**src/design/assert_macros.svh**
```systemverilog
// assertion helpers used by the top-level design file
`ifndef ASSERT_MACROS_SVH
`define ASSERT_MACROS_SVH

// clocked assertion, disabled while reset is high
`define ASSERT_CLK(label, clk, rst, prop) \
   label: assert property (@(posedge clk) disable iff (rst) (prop)) \
      else $error("assertion failed");

// implication checked in the cycle after the antecedent
`define ASSERT_NEXT(label, clk, rst, ante, cons) \
   label: assert property (@(posedge clk) disable iff (rst) (ante) |=> (cons)) \
      else $error("assertion failed");

`endif

```
**src/design/frh_pkg.sv**
```systemverilog
package frh_pkg;

   // fnv-1a 64-bit constants
   localparam logic [63:0] FnvBasis = 64'd14695981039346656037;

   // token kinds as they arrive on the request channel
   typedef enum logic [2:0] {
      FN_START    = 3'd0,
      FN_BYTE     = 3'd1,
      FN_WORD     = 3'd2,
      FN_LOADED   = 3'd3,
      FN_UNLOADED = 3'd4,
      FN_RUN      = 3'd5
   } frh_func_type;

   // marker bytes folded ahead of tagged tokens
   typedef enum logic [1:0] {
      MK_UNMAPPED = 2'd0,
      MK_UNLOADED = 2'd1,
      MK_LOADED   = 2'd2
   } frh_mark_type;

   // classified command passed from the front end to the back end
   typedef struct packed {
      logic         start;
      logic         last;
      logic         mark_en;
      frh_mark_type mark;
      logic [3:0]   data_len;
      logic [63:0]  data;
   } frh_cmd_type;

   // queue status towards both sides
   typedef struct packed {
      logic full;
      logic empty;
   } frh_qstat_type;

   // back end status
   typedef struct packed {
      logic pop;
      logic emit;
   } frh_bstat_type;

   // back end sequencer states
   typedef enum logic [1:0] {
      ST_IDLE,
      ST_MARK,
      ST_DATA,
      ST_EMIT
   } frh_state_type;

   // one fnv-1a byte step; prime is 2^40 + 0x1b3, built from shifts and adds
   function automatic logic [63:0] frh_fold(input logic [63:0] h, input logic [7:0] b);
      logic [63:0] x;
      x = h ^ {56'd0, b};
      return (x << 40) + (x << 8) + (x << 7) + (x << 5) + (x << 4) + (x << 1) + x;
   endfunction

endpackage

```
**src/design/frh_front.sv**
```systemverilog
module frh_front
   import frh_pkg::*;
(
   input  logic          req_valid,
   output logic          req_ready,
   input  logic [2:0]    req_func,
   input  logic [63:0]   req_value,
   input  logic          req_last,
   input  frh_qstat_type q_stat,
   output logic          q_push,
   output frh_cmd_type   q_cmd
);

   // take a request whenever the queue has room
   assign req_ready = !q_stat.full;
   assign q_push    = req_valid && !q_stat.full;

   // classify the token into marker and byte run
   always_comb begin
      q_cmd          = '0;
      q_cmd.last     = req_last;
      q_cmd.mark     = MK_UNMAPPED;
      unique case (req_func)
         FN_START: begin
            q_cmd.start = 1'b1;
         end
         FN_BYTE: begin
            q_cmd.data_len = 4'd1;
            q_cmd.data     = {56'd0, req_value[7:0]};
         end
         FN_WORD: begin
            q_cmd.data_len = 4'd8;
            q_cmd.data     = req_value;
         end
         FN_LOADED: begin
            q_cmd.mark_en  = 1'b1;
            q_cmd.mark     = MK_LOADED;
            q_cmd.data_len = 4'd1;
            q_cmd.data     = {56'd0, req_value[7:0]};
         end
         FN_UNLOADED: begin
            q_cmd.mark_en  = 1'b1;
            q_cmd.mark     = MK_UNLOADED;
         end
         FN_RUN: begin
            q_cmd.mark_en  = 1'b1;
            q_cmd.mark     = MK_UNMAPPED;
            q_cmd.data_len = 4'd8;
            q_cmd.data     = req_value;
         end
         // undefined kinds leave the hash alone
         default: begin
            q_cmd.data_len = 4'd0;
         end
      endcase
   end

endmodule

```
**src/design/frh_queue.sv**
```systemverilog
module frh_queue
   import frh_pkg::*;
#(
   parameter int DEPTH = 2
) (
   input  logic          clock,
   input  logic          reset,
   input  logic          push,
   input  frh_cmd_type   push_cmd,
   input  logic          pop,
   output frh_cmd_type   head_cmd,
   output frh_qstat_type stat
);

   localparam int PTR_W = $clog2(DEPTH);
   localparam int CNT_W = $clog2(DEPTH + 1);

   frh_cmd_type        entry_ff [DEPTH];
   logic [PTR_W-1:0]   wr_ptr_ff, wr_ptr_in;
   logic [PTR_W-1:0]   rd_ptr_ff, rd_ptr_in;
   logic [CNT_W-1:0]   count_ff, count_in;

   assign stat.full  = (count_ff == CNT_W'(DEPTH));
   assign stat.empty = (count_ff == '0);
   assign head_cmd   = entry_ff[rd_ptr_ff];

   // pointer and fill count update
   always_comb begin
      wr_ptr_in = wr_ptr_ff;
      rd_ptr_in = rd_ptr_ff;
      count_in  = count_ff;
      if (push) begin
         wr_ptr_in = (wr_ptr_ff == PTR_W'(DEPTH - 1)) ? '0 : wr_ptr_ff + 1'b1;
      end
      if (pop) begin
         rd_ptr_in = (rd_ptr_ff == PTR_W'(DEPTH - 1)) ? '0 : rd_ptr_ff + 1'b1;
      end
      if (push && !pop) begin
         count_in = count_ff + 1'b1;
      end else if (pop && !push) begin
         count_in = count_ff - 1'b1;
      end
   end

   always_ff @(posedge clock) begin
      if (reset) begin
         wr_ptr_ff <= '0;
         rd_ptr_ff <= '0;
         count_ff  <= '0;
      end else begin
         wr_ptr_ff <= wr_ptr_in;
         rd_ptr_ff <= rd_ptr_in;
         count_ff  <= count_in;
      end
   end

   // entry storage, no reset needed
   always_ff @(posedge clock) begin
      if (push) begin
         entry_ff[wr_ptr_ff] <= push_cmd;
      end
   end

endmodule

```
**src/design/frh_back.sv**
```systemverilog
module frh_back
   import frh_pkg::*;
(
   input  logic          clock,
   input  logic          reset,
   input  frh_cmd_type   head_cmd,
   input  frh_qstat_type q_stat,
   output frh_bstat_type stat,
   output logic          rsp_valid,
   input  logic          rsp_ready,
   output logic [63:0]   rsp_digest
);

   frh_state_type state_ff, state_in;
   logic [63:0]   hash_ff, hash_in;
   logic [63:0]   data_ff, data_in;
   logic [3:0]    cnt_ff, cnt_in;
   frh_mark_type  mark_ff, mark_in;
   logic          last_ff, last_in;
   logic          rsp_valid_ff, rsp_valid_in;
   logic [63:0]   rsp_digest_ff, rsp_digest_in;
   logic          out_free;
   logic [63:0]   hash_start;

   assign out_free   = !rsp_valid_ff || rsp_ready;
   assign rsp_valid  = rsp_valid_ff;
   assign rsp_digest = rsp_digest_ff;
   assign hash_start = head_cmd.start ? FnvBasis : hash_ff;

   // next state
   always_comb begin
      state_in = state_ff;
      unique case (state_ff)
         ST_IDLE: begin
            if (!q_stat.empty) begin
               priority if (head_cmd.mark_en) state_in = ST_MARK;
               else if (head_cmd.data_len != '0) state_in = ST_DATA;
               else if (head_cmd.last) state_in = ST_EMIT;
               else state_in = ST_IDLE;
            end
         end
         ST_MARK: begin
            priority if (cnt_ff != '0) state_in = ST_DATA;
            else if (last_ff) state_in = ST_EMIT;
            else state_in = ST_IDLE;
         end
         ST_DATA: begin
            if (cnt_ff == 4'd1) begin
               state_in = last_ff ? ST_EMIT : ST_IDLE;
            end
         end
         ST_EMIT: begin
            if (out_free) state_in = ST_IDLE;
         end
         default: state_in = ST_IDLE;
      endcase
   end

   // datapath and handshake outputs
   always_comb begin
      stat.pop      = 1'b0;
      stat.emit     = 1'b0;
      hash_in       = hash_ff;
      data_in       = data_ff;
      cnt_in        = cnt_ff;
      mark_in       = mark_ff;
      last_in       = last_ff;
      rsp_digest_in = rsp_digest_ff;
      rsp_valid_in  = rsp_valid_ff && !rsp_ready;
      unique case (state_ff)
         ST_IDLE: begin
            // load the next command; a start token reloads the basis here
            if (!q_stat.empty) begin
               stat.pop = 1'b1;
               hash_in  = hash_start;
               data_in  = head_cmd.data;
               cnt_in   = head_cmd.data_len;
               mark_in  = head_cmd.mark;
               last_in  = head_cmd.last;
            end
         end
         ST_MARK: begin
            hash_in = frh_fold(hash_ff, {6'd0, mark_ff});
         end
         ST_DATA: begin
            // one byte per cycle, least significant first
            hash_in = frh_fold(hash_ff, data_ff[7:0]);
            data_in = data_ff >> 8;
            cnt_in  = cnt_ff - 1'b1;
         end
         ST_EMIT: begin
            if (out_free) begin
               stat.emit     = 1'b1;
               rsp_valid_in  = 1'b1;
               rsp_digest_in = hash_ff;
            end
         end
         default: begin
            stat.pop = 1'b0;
         end
      endcase
   end

   always_ff @(posedge clock) begin
      if (reset) begin
         state_ff     <= ST_IDLE;
         hash_ff      <= FnvBasis;
         rsp_valid_ff <= 1'b0;
      end else begin
         state_ff     <= state_in;
         hash_ff      <= hash_in;
         rsp_valid_ff <= rsp_valid_in;
      end
   end

   // working payload registers
   always_ff @(posedge clock) begin
      data_ff       <= data_in;
      cnt_ff        <= cnt_in;
      mark_ff       <= mark_in;
      last_ff       <= last_in;
      rsp_digest_ff <= rsp_digest_in;
   end

endmodule

```
**src/design/fnv1a64_record_hasher_top.sv**
```systemverilog
// fnv-1a 64-bit record hasher
// requests carry a token: func (kind), value (a byte or a 64-bit word of data)
// and last. start reloads the offset basis; other kinds fold any marker
// byte and data bytes into the running hash, one byte per cycle.
// a request with last set yields one response, rsp_digest, the hash after
// that token; other requests yield none.
// a request enters a small command queue on the edge it is taken, so
// req_ready only drops when the queue is full.
// the back end loads a command from the queue, folds its marker byte if
// it has one, then folds its data bytes: start and unloaded tokens have
// no data bytes, byte and loaded tokens one, word and unmapped run eight.
// a response takes a further emit state after the last fold: rsp_valid and
// rsp_digest are registered from that state once the output is free.
// the fold sequencer in the back end sets the sustained rate.
// reset empties the queue, drops any pending response and loads the
// offset basis into the hash.
// if rsp_ready stays low the held response waits; the back end stalls at
// the next response and the queue then fills and drops req_ready.
`include "assert_macros.svh"

module fnv1a64_record_hasher_top
   import frh_pkg::*;
#(
   parameter int QUEUE_DEPTH = 2
) (
   input  logic        clock,
   input  logic        reset,
   input  logic        req_valid,
   output logic        req_ready,
   input  logic [2:0]  req_func,
   input  logic [63:0] req_value,
   input  logic        req_last,
   output logic        rsp_valid,
   input  logic        rsp_ready,
   output logic [63:0] rsp_digest
);

   frh_qstat_type q_stat;
   frh_bstat_type b_stat;
   frh_cmd_type   push_cmd;
   frh_cmd_type   head_cmd;
   logic          q_push;

   // request decode
   frh_front u_front (
      .req_valid (req_valid),
      .req_ready (req_ready),
      .req_func  (req_func),
      .req_value (req_value),
      .req_last  (req_last),
      .q_stat    (q_stat),
      .q_push    (q_push),
      .q_cmd     (push_cmd)
   );

   // command queue
   frh_queue #(
      .DEPTH (QUEUE_DEPTH)
   ) u_queue (
      .clock    (clock),
      .reset    (reset),
      .push     (q_push),
      .push_cmd (push_cmd),
      .pop      (b_stat.pop),
      .head_cmd (head_cmd),
      .stat     (q_stat)
   );

   // fold sequencer and response register
   frh_back u_back (
      .clock      (clock),
      .reset      (reset),
      .head_cmd   (head_cmd),
      .q_stat     (q_stat),
      .stat       (b_stat),
      .rsp_valid  (rsp_valid),
      .rsp_ready  (rsp_ready),
      .rsp_digest (rsp_digest)
   );

   // checks
   `ASSERT_CLK(a_pop_not_empty, clock, reset, !b_stat.pop || !q_stat.empty)
   `ASSERT_CLK(a_push_not_full, clock, reset, !q_push || !q_stat.full)
   `ASSERT_NEXT(a_emit_shows, clock, reset, b_stat.emit, rsp_valid)
   `ASSERT_CLK(a_rsp_from_emit, clock, reset, !$rose(rsp_valid) || $past(b_stat.emit))

endmodule
```
**config.mk**
```make
export PLATFORM = sky130hd
export DESIGN_NAME = fnv1a64_record_hasher_top
export DESIGN_NICKNAME = d
export VERILOG_FILES = /design/src/design/frh_pkg.sv /design/src/design/frh_front.sv /design/src/design/frh_queue.sv /design/src/design/frh_back.sv /design/src/design/fnv1a64_record_hasher_top.sv
export VERILOG_INCLUDE_DIRS = /design/src /design/src/design
export SDC_FILE = /design/constraint.sdc
export NUM_CORES = 1
export LEC_CHECK = 0
export BUFFER_PORTS_ARGS = -buffer_cell sky130_fd_sc_hd__buf_2
export CAP_MARGIN = 10
export CORE_AREA = 8 8 313 390
export DETAILED_ROUTE_END_ITERATION = 7
export DIE_AREA = 0 0 321 398
export PLACE_DENSITY_LB_ADDON = 0.05
export SLEW_MARGIN = 25
export SYNTH_ARGS = -nofsm -noshare
export SYNTH_HDL_FRONTEND = slang
export SYNTH_SLANG_ARGS = --single-unit
```
**constraint.sdc**
```tcl
create_clock -name clock -period 9.3 [get_ports clock]
set_clock_uncertainty 0.1 [all_clocks]
set_input_delay 1.395 -clock clock [delete_from_list [all_inputs] [get_ports clock]]
set_output_delay 1.395 -clock clock [all_outputs]
set_load 0.02 [all_outputs]
```
---- After elaboration in Yosys (flattened, before gate mapping) ----
Memory sizes are Yosys's and may differ from the RTL's. A register that Yosys moved wholly into a read port is not among the register bits.
Cells that the tools add are included.
cells by class
  add/sub/neg operators ................... 17
  equality and inequality tests ........... 14
  muxes and demuxes ....................... 32
  bitwise operators ....................... 3
  reductions and logical operators ........ 25
operators by type and width
  operator                                        count
  adder 64 bit                                    12
  case mux 64 bit (2 select lines)                2
  two-way mux 64 bit                              3
  case mux 64 bit (3 select lines)                1
  bitwise XOR 64 x 2 -> 64 bit                    1
  bitwise XOR 64 x 8 -> 64 bit                    1
  two-way mux 2 bit                               10
  case mux 4 bit (2 select lines)                 2
  two-way mux 1 bit                               11
  case mux 3 bit (3 select lines)                 1
  case mux 2 bit (4 select lines)                 1
  nonzero test 4 bit                              2
  == test 2 bit (second input constant)           3
  == test 3 x 2 -> 1 bit (second input constant)  2
  == test 3 bit (second input constant)           2
  != test 2 x 1 -> 1 bit (second input constant)  3
  AND reduction 2 bit                             3
  AND reduction 3 bit                             2
  logical NOT 1 bit                               5
  == test 4 x 1 -> 1 bit (second input constant)  1
  logical AND 1 bit                               4
  logical NOT 2 bit                               2
  two-way mux 4 bit                               1
  nonzero test 2 bit                              2
  12 further kinds                                14
storage, ports and cells
  register bits ........................... 206
  memory bits (writable) .................. 146
  input bits .............................. 72
  output and inout port bits .............. 66
  word-level logic and storage cells ...... 103
  memories ................................ 1
memory list
  memory            depth  width  rd ports  clocked after Yosys merged registers in  wr ports  line             source
  u_queue.entry_ff  2      73     1         1                                        1         frh_queue.sv:18  frh_cmd_type entry_ff [DEPTH];

---- Longest topological paths before layout ----
  depth in word-level cells ............... 8
  mapped depth ............................ 22
  depth with buffers taken out ............ 21

---- By module ----
Synthesis repeated with hierarchy kept, for this count alone.
second synthesis, totals
  cells, all modules ...................... 2861
  area, all modules ....................... 30604.4 µm²
modules (own cells, without submodules)
  module     instances  cells an instance  area an instance (µm²)  seq. area each (µm²)
  frh_back   1          2385               23517.6                 5395.2
  frh_queue  1          249                5500.3                  4484.3
  frh_front  1          227                1586.5                  0.0

---- Worst setup path before layout ----
OpenSTA, ideal clock, no wires.
  path type ............................... register -> register
  from .................................... register u_back.hash_ff[2]
  to ...................................... register u_back.hash_ff[59]
  library setup time ...................... 0.138 ns
  arrival time ............................ 5.299 ns
  required time ........................... 9.062 ns
  path slack .............................. 3.763 ns
  cell stages (with the launch flop) ...... 19
  buffers on the path ..................... 0
  period minus slack after synthesis ...... 5.537 ns
  cells stage by stage .................... dfxtp_1 xor2_1 fa_1 inv_1 fa_1 fa_1 fa_1 inv_1 ha_1 a21o_1 or4_1 o211ai_2 nor2_2 a2111oi_4 o211ai_2 a41o_4 nor4b_4 nor4_2 a32oi_1
between the ends
  cells in the longest elaborated chain, start to end .. 8
  elaborated cells between the ends (all ways) .. 15
  classes of those cells .................. 12 x add/sub; 1 x mux; 2 x bitwise
ends and longest elaborated chain
  what                                                                                 line             source
  start: declaration                                                                   frh_back.sv:15   logic [63:0] hash_ff, hash_in;
  start signal: assignment                                                             frh_back.sv:107  hash_ff <= FnvBasis;
  start signal: assignment                                                             frh_back.sv:111  hash_ff <= hash_in;
  bitwise XOR 64 x 8 -> 64 bit / bitwise XOR 64 x 2 -> 64 bit (equally long branches)  frh_pkg.sv:56    x = h ^ {56'd0, b};
  adder 64 bit (6 in series)                                                           frh_pkg.sv:57    return (x << 40) + (x << 8) + (x << 7) + (x << 5) + (x << 4) + (x << 1) + x;
  case mux 64 bit (3 select lines) *                                                   frh_back.sv:70   unique case (state_ff)
Every way passes the cells marked *; elsewhere a longest branch is shown, timed or not.
A chain may end at the register's enable or synchronous reset.

---- Worst setup path in the final report ----
  from .................................... register u_back.mark_ff[1]
  to ...................................... register u_back.hash_ff[33]
between the ends
  cells in the longest elaborated chain, start to end .. 8
ends and longest elaborated chain
  what                                line             source
  start: declaration                  frh_back.sv:18   frh_mark_type mark_ff, mark_in;
  start signal: assignment            frh_back.sv:120  mark_ff <= mark_in;
  bitwise XOR 64 x 2 -> 64 bit *      frh_pkg.sv:56
  adder 64 bit (5 in series)          frh_pkg.sv:57
  adder 64 bit *                      frh_pkg.sv:57
  case mux 64 bit (3 select lines) *  frh_back.sv:70
Marks and branches as above.

==> impl_results.html <==
<table>
<tr><th>Metric</th><th>Value</th></tr>
<tr><th colspan="2">Status</th></tr>
<tr><td>Run status</td><td>finished, final reports clean</td></tr>
<tr><th colspan="2">Critical path</th></tr>
<tr><td>Data arrival at the endpoint of the critical path</td><td>7.12 ns</td></tr>
<tr><td>Top delay family on crit path</td><td>compound AO/OA/AOI/OAI gates</td></tr>
<tr><td>Biggest fanout along the worst timing path</td><td>6</td></tr>
<tr><td>Series of cell instances along the critical path</td><td>xor2_1 -&gt; inv_1 -&gt; fa_1 -&gt; fa_1 -&gt; inv_1 -&gt; ha_1 -&gt; ha_1 -&gt; ha_1 -&gt; inv_1 -&gt; fa_1 -&gt; nand2b_1 -&gt; a211o_1 -&gt; a2bb2oi_2 -&gt; o21ai_0 -&gt; o21ai_0 -&gt; a21oi_1 -&gt; o31a_1 -&gt; o211ai_1 -&gt; o21ai_0 -&gt; a22o_1</td></tr>
<tr><td>Crit path largest cell delay</td><td>0.84 ns</td></tr>
<tr><td>Startpoint Class</td><td>register</td></tr>
<tr><td>Required @ worst endpoint</td><td>9.71 ns</td></tr>
<tr><td>Critical path type</td><td>reg -&gt; reg</td></tr>
<tr><td>FF-to-FF setup slack</td><td>2.59 ns</td></tr>
<tr><td>Buffers &amp; Inverters on Critical Path</td><td>3</td></tr>
<tr><td>Worst path slowest cell</td><td>sky130_fd_sc_hd__xor2_1</td></tr>
<tr><td>Critical path endpoint category</td><td>register</td></tr>
<tr><th colspan="2">STA</th></tr>
<tr><td>Slew at the pin closest to its max-slew limit</td><td>1.11 ns</td></tr>
<tr><td>Final worst path period share</td><td>72.1%</td></tr>
<tr><td>Finish-stage setup viols</td><td>0</td></tr>
<tr><td>Number of pins with negative max-slew slack in the final report</td><td>0</td></tr>
<tr><td>Peak clock frequency supported by timing</td><td>0.149 GHz</td></tr>
<tr><td>RSZ-0062 raised after global routing</td><td>false</td></tr>
<tr><td>Worst slew margin relative to its limit</td><td>26.1%</td></tr>
<tr><td>Final hold violation count</td><td>0</td></tr>
<tr><td>Min cycle time layout</td><td>6.71 ns</td></tr>
<tr><td>Final sum of negative setup slack</td><td>0 ns</td></tr>
<tr><th colspan="2">Yosys</th></tr>
<tr><td>Cell type with the highest aggregate area in the netlist</td><td>sky130_fd_sc_hd__edfxtp_1</td></tr>
<tr><td>Count leader, synth</td><td>sky130_fd_sc_hd__inv_1</td></tr>
<tr><td>Count of flip-flops with a built-in enable after synthesis</td><td>277</td></tr>
<tr><td>Asr flop ratio synth</td><td>0%</td></tr>
<tr><td>Top-area cell type share of the netlist area</td><td>29.0%</td></tr>
<tr><td>Sequential-to-total area share from yosys stat</td><td>34.0%</td></tr>
<tr><td>Syn_nets</td><td>3,291</td></tr>
<tr><td>Post-synth top cells</td><td>sky130_fd_sc_hd__inv_1, sky130_fd_sc_hd__fa_1, sky130_fd_sc_hd__edfxtp_1</td></tr>
<tr><td>Post-synth top flop</td><td>sky130_fd_sc_hd__edfxtp_1</td></tr>
<tr><td>Post-Syn Area per Cell</td><td>10.5 µm²</td></tr>
<tr><td>Synth warnings</td><td>0</td></tr>
<tr><td>Post-synthesis sequential element count</td><td>349</td></tr>
<tr><td>Netlist Area Pre-Place</td><td>28,700 µm²</td></tr>
<tr><td>Count of distinct cell types in the synthesized netlist</td><td>95</td></tr>
<tr><td>Post-synthesis instance total</td><td>2,735</td></tr>
<tr><td>Cell types with the largest area share after synthesis</td><td>sky130_fd_sc_hd__edfxtp_1, sky130_fd_sc_hd__fa_1, sky130_fd_sc_hd__ha_1</td></tr>
<tr><th colspan="2">Floorplan</th></tr>
<tr><td>Number of standard-cell rows in the floorplan</td><td>140</td></tr>
<tr><td>Core region area</td><td>116,000 µm²</td></tr>
<tr><td>DIE WIDTH</td><td>321 µm</td></tr>
<tr><td>I/O pin total</td><td>138</td></tr>
<tr><td>Initial cell density of the core</td><td>24.8%</td></tr>
<tr><td>Die Outline Area</td><td>128,000 µm²</td></tr>
<tr><td>Vertical extent of the die</td><td>398 µm</td></tr>
<tr><th colspan="2">Clocking</th></tr>
<tr><td>Clock slew at the register clock pins of the worst setup and hold paths</td><td>0.06 ns</td></tr>
<tr><td>Count of cells resized by post-cts repair</td><td>0</td></tr>
<tr><td>Cts bufs inserted</td><td>46</td></tr>
<tr><td>Count of clock tree sinks</td><td>349</td></tr>
<tr><td>Post-CTS Repair Setup Buffers</td><td>0</td></tr>
<tr><td>Number of buffers added to fix hold violations after cts</td><td>0</td></tr>
<tr><td>Latest clock arrival within the worst-skew pair</td><td>0.62 ns</td></tr>
<tr><td>Cell at the root of the clock tree</td><td>sky130_fd_sc_hd__clkbuf_16</td></tr>
<tr><td># H-tree levels</td><td>2</td></tr>
<tr><td>CTS tree</td><td>done</td></tr>
<tr><td>Bufs on Longest Clock Path</td><td>3</td></tr>
<tr><th colspan="2">Finish</th></tr>
<tr><td>Layout overhead on the synthesized area</td><td>14.2%</td></tr>
<tr><td>Layout cells sized above 1</td><td>10.4%</td></tr>
<tr><td>Storage element area</td><td>9760 µm²</td></tr>
<tr><td>Final Core Density</td><td>28.3%</td></tr>
<tr><td>Final-layout fill cell count</td><td>12,400</td></tr>
<tr><td>Area occupied by multi-input gates</td><td>16,700 µm²</td></tr>
<tr><td>Fin nets</td><td>3,405</td></tr>
<tr><td>Cell area after layout</td><td>32,800 µm²</td></tr>
<tr><th colspan="2">Route</th></tr>
<tr><td>Number of optimization iterations in the first detailed-route pass</td><td>6</td></tr>
<tr><td>Number of nets with antenna violations after detailed routing</td><td>0</td></tr>
<tr><td>Number of DRC violations after detailed-routing iteration 0</td><td>1,123</td></tr>
<tr><td>Mean routed wirelength per cell</td><td>23.5 µm</td></tr>
<tr><td>Post-detailed-route via-to-cell ratio</td><td>4.62</td></tr>
<tr><td>Total length of routed wires</td><td>105 mm</td></tr>
<tr><td>Total number of vias</td><td>20,600</td></tr>
<tr><td>Final routed DRC violation total</td><td>0</td></tr>
<tr><th colspan="2">Placement</th></tr>
<tr><td>Last weighted congestion value of the routability-driven placer</td><td>0.891</td></tr>
<tr><td>IO Port Bufs</td><td>137</td></tr>
<tr><td>Placed wire-length estimate after detailed placement</td><td>82.3 mm</td></tr>
<tr><td>Placed cell areas</td><td>31,300 µm²</td></tr>
<tr><th colspan="2">Global route</th></tr>
<tr><td>Total routing usage reported by global routing</td><td>16.3%</td></tr>
<tr><td>Antenna violations before repair</td><td>3</td></tr>
<tr><td>Overall overflow remaining after global route</td><td>0</td></tr>
<tr><td>Pin count of the biggest net entering global routing</td><td>90</td></tr>
<tr><td>Global-route wire length before repair</td><td>155 mm</td></tr>
<tr><td>Number of global-route vias before repair</td><td>22,700</td></tr>
<tr><th colspan="2">Min path</th></tr>
<tr><td>Worst min path class</td><td>reg -&gt; reg</td></tr>
<tr><th colspan="2">Run</th></tr>
<tr><td>Max-cap check violation count</td><td>0</td></tr>
</table>
==> layout make-up <==
cell class | count | share of cell area (%)
inverters | 492 | 5.63
diodes | 1 | 0.00763
multi-input cells | 1788 | 51.0
clock inverters | 24 | 0.904
clock buffers | 61 | 3.74
repair buffers | 172 | 2.94
flip-flops and latches | 349 | 29.8
well taps | 1562 | 5.96
==> flip-flops by register name, summed over array words and instances (netlist names), 2 cells and up, named ones only <==
register and flops:
u_back.state_ff 2, u_back.data_ff 64, u_queue.count_ff 2, u_back.cnt_ff 4, u_back.hash_ff 64, u_back.rsp_digest 64, u_queue.entry_ff 142, u_back.mark_ff 2
==> layout by cell type (no fill, tap or decap), drive strengths merged, types with 14 or more instances in the layout <==
| master | instances |
|---|---|
| a211oi | 16 |
| a21o | 44 |
| a21oi | 172 |
| a22oi | 29 |
| a31oi | 14 |
| and2 | 76 |
| and3 | 15 |
| buf | 172 |
| clkbuf | 61 |
| clkinv | 15 |
| dfxtp | 72 |
| edfxtp | 277 |
| fa | 311 |
| ha | 173 |
| inv | 494 |
| mux2i | 76 |
| nand2 | 170 |
| nand2b | 18 |
| nand3 | 36 |
| nand4 | 28 |
| nor2 | 104 |
| nor2b | 15 |
| nor3 | 20 |
| o211ai | 18 |
| o21ai | 159 |
| o21bai | 23 |
| o22ai | 15 |
| xnor2 | 60 |
| xor2 | 49 |
==> layer usage <==
layer	track usage, %	vias to the layer above	wire length, µm
li1	-	9463	-
met1	19.0	10400	41700
met2	30.7	511	55300
met3	2.41	136	4550
met4	4.44	4	3160
met5	0	-	25
==> through the flow <==
step	hold slack, ns	instances	setup slack (ns)
6_report	0.333	4449	2.59
5_1_grt	0.358	4449	2.24
4_1_cts	0.337	4448	2.58
3_5_place_dp	0.322	4363	2.61
3_3_place_gp	0.322	4362	2.13
2_1_floorplan	0.308	2735	3.76
==> worst paths after layout <==
path / startpoint / endpoint / cells after the start
hold / removal: u_back.hash_ff[24] / u_back.rsp_digest[24] / 0
setup / recovery: u_back.mark_ff[1] / u_back.hash_ff[33] / 20
hold reg to reg: u_back.hash_ff[24] / u_back.rsp_digest[24] / 0
setup reg to reg: u_back.mark_ff[1] / u_back.hash_ff[33] / 20
==> kinds of logic (layout without fill, tap and decap cells) <==
group | after synthesis | count (layout) | synth area share (%)
AOI/OAI and AO/OA | 589 | 589 | 13.4
xor gates and xnor gates | 109 | 109 | 3.33
adders and majority gates | 490 | 490 | 29.4
buffers and inverters | 598 | 749 | 7.99
DFF | 349 | 349 | 34.0
muxes | 80 | 80 | 2.81
other | 0 | 1 | 0
and+or+nand+nor | 520 | 520 | 9.00
Power is not shown: default switching activity piles up to over one toggle a cycle in this logic, so the estimate is an artifact.
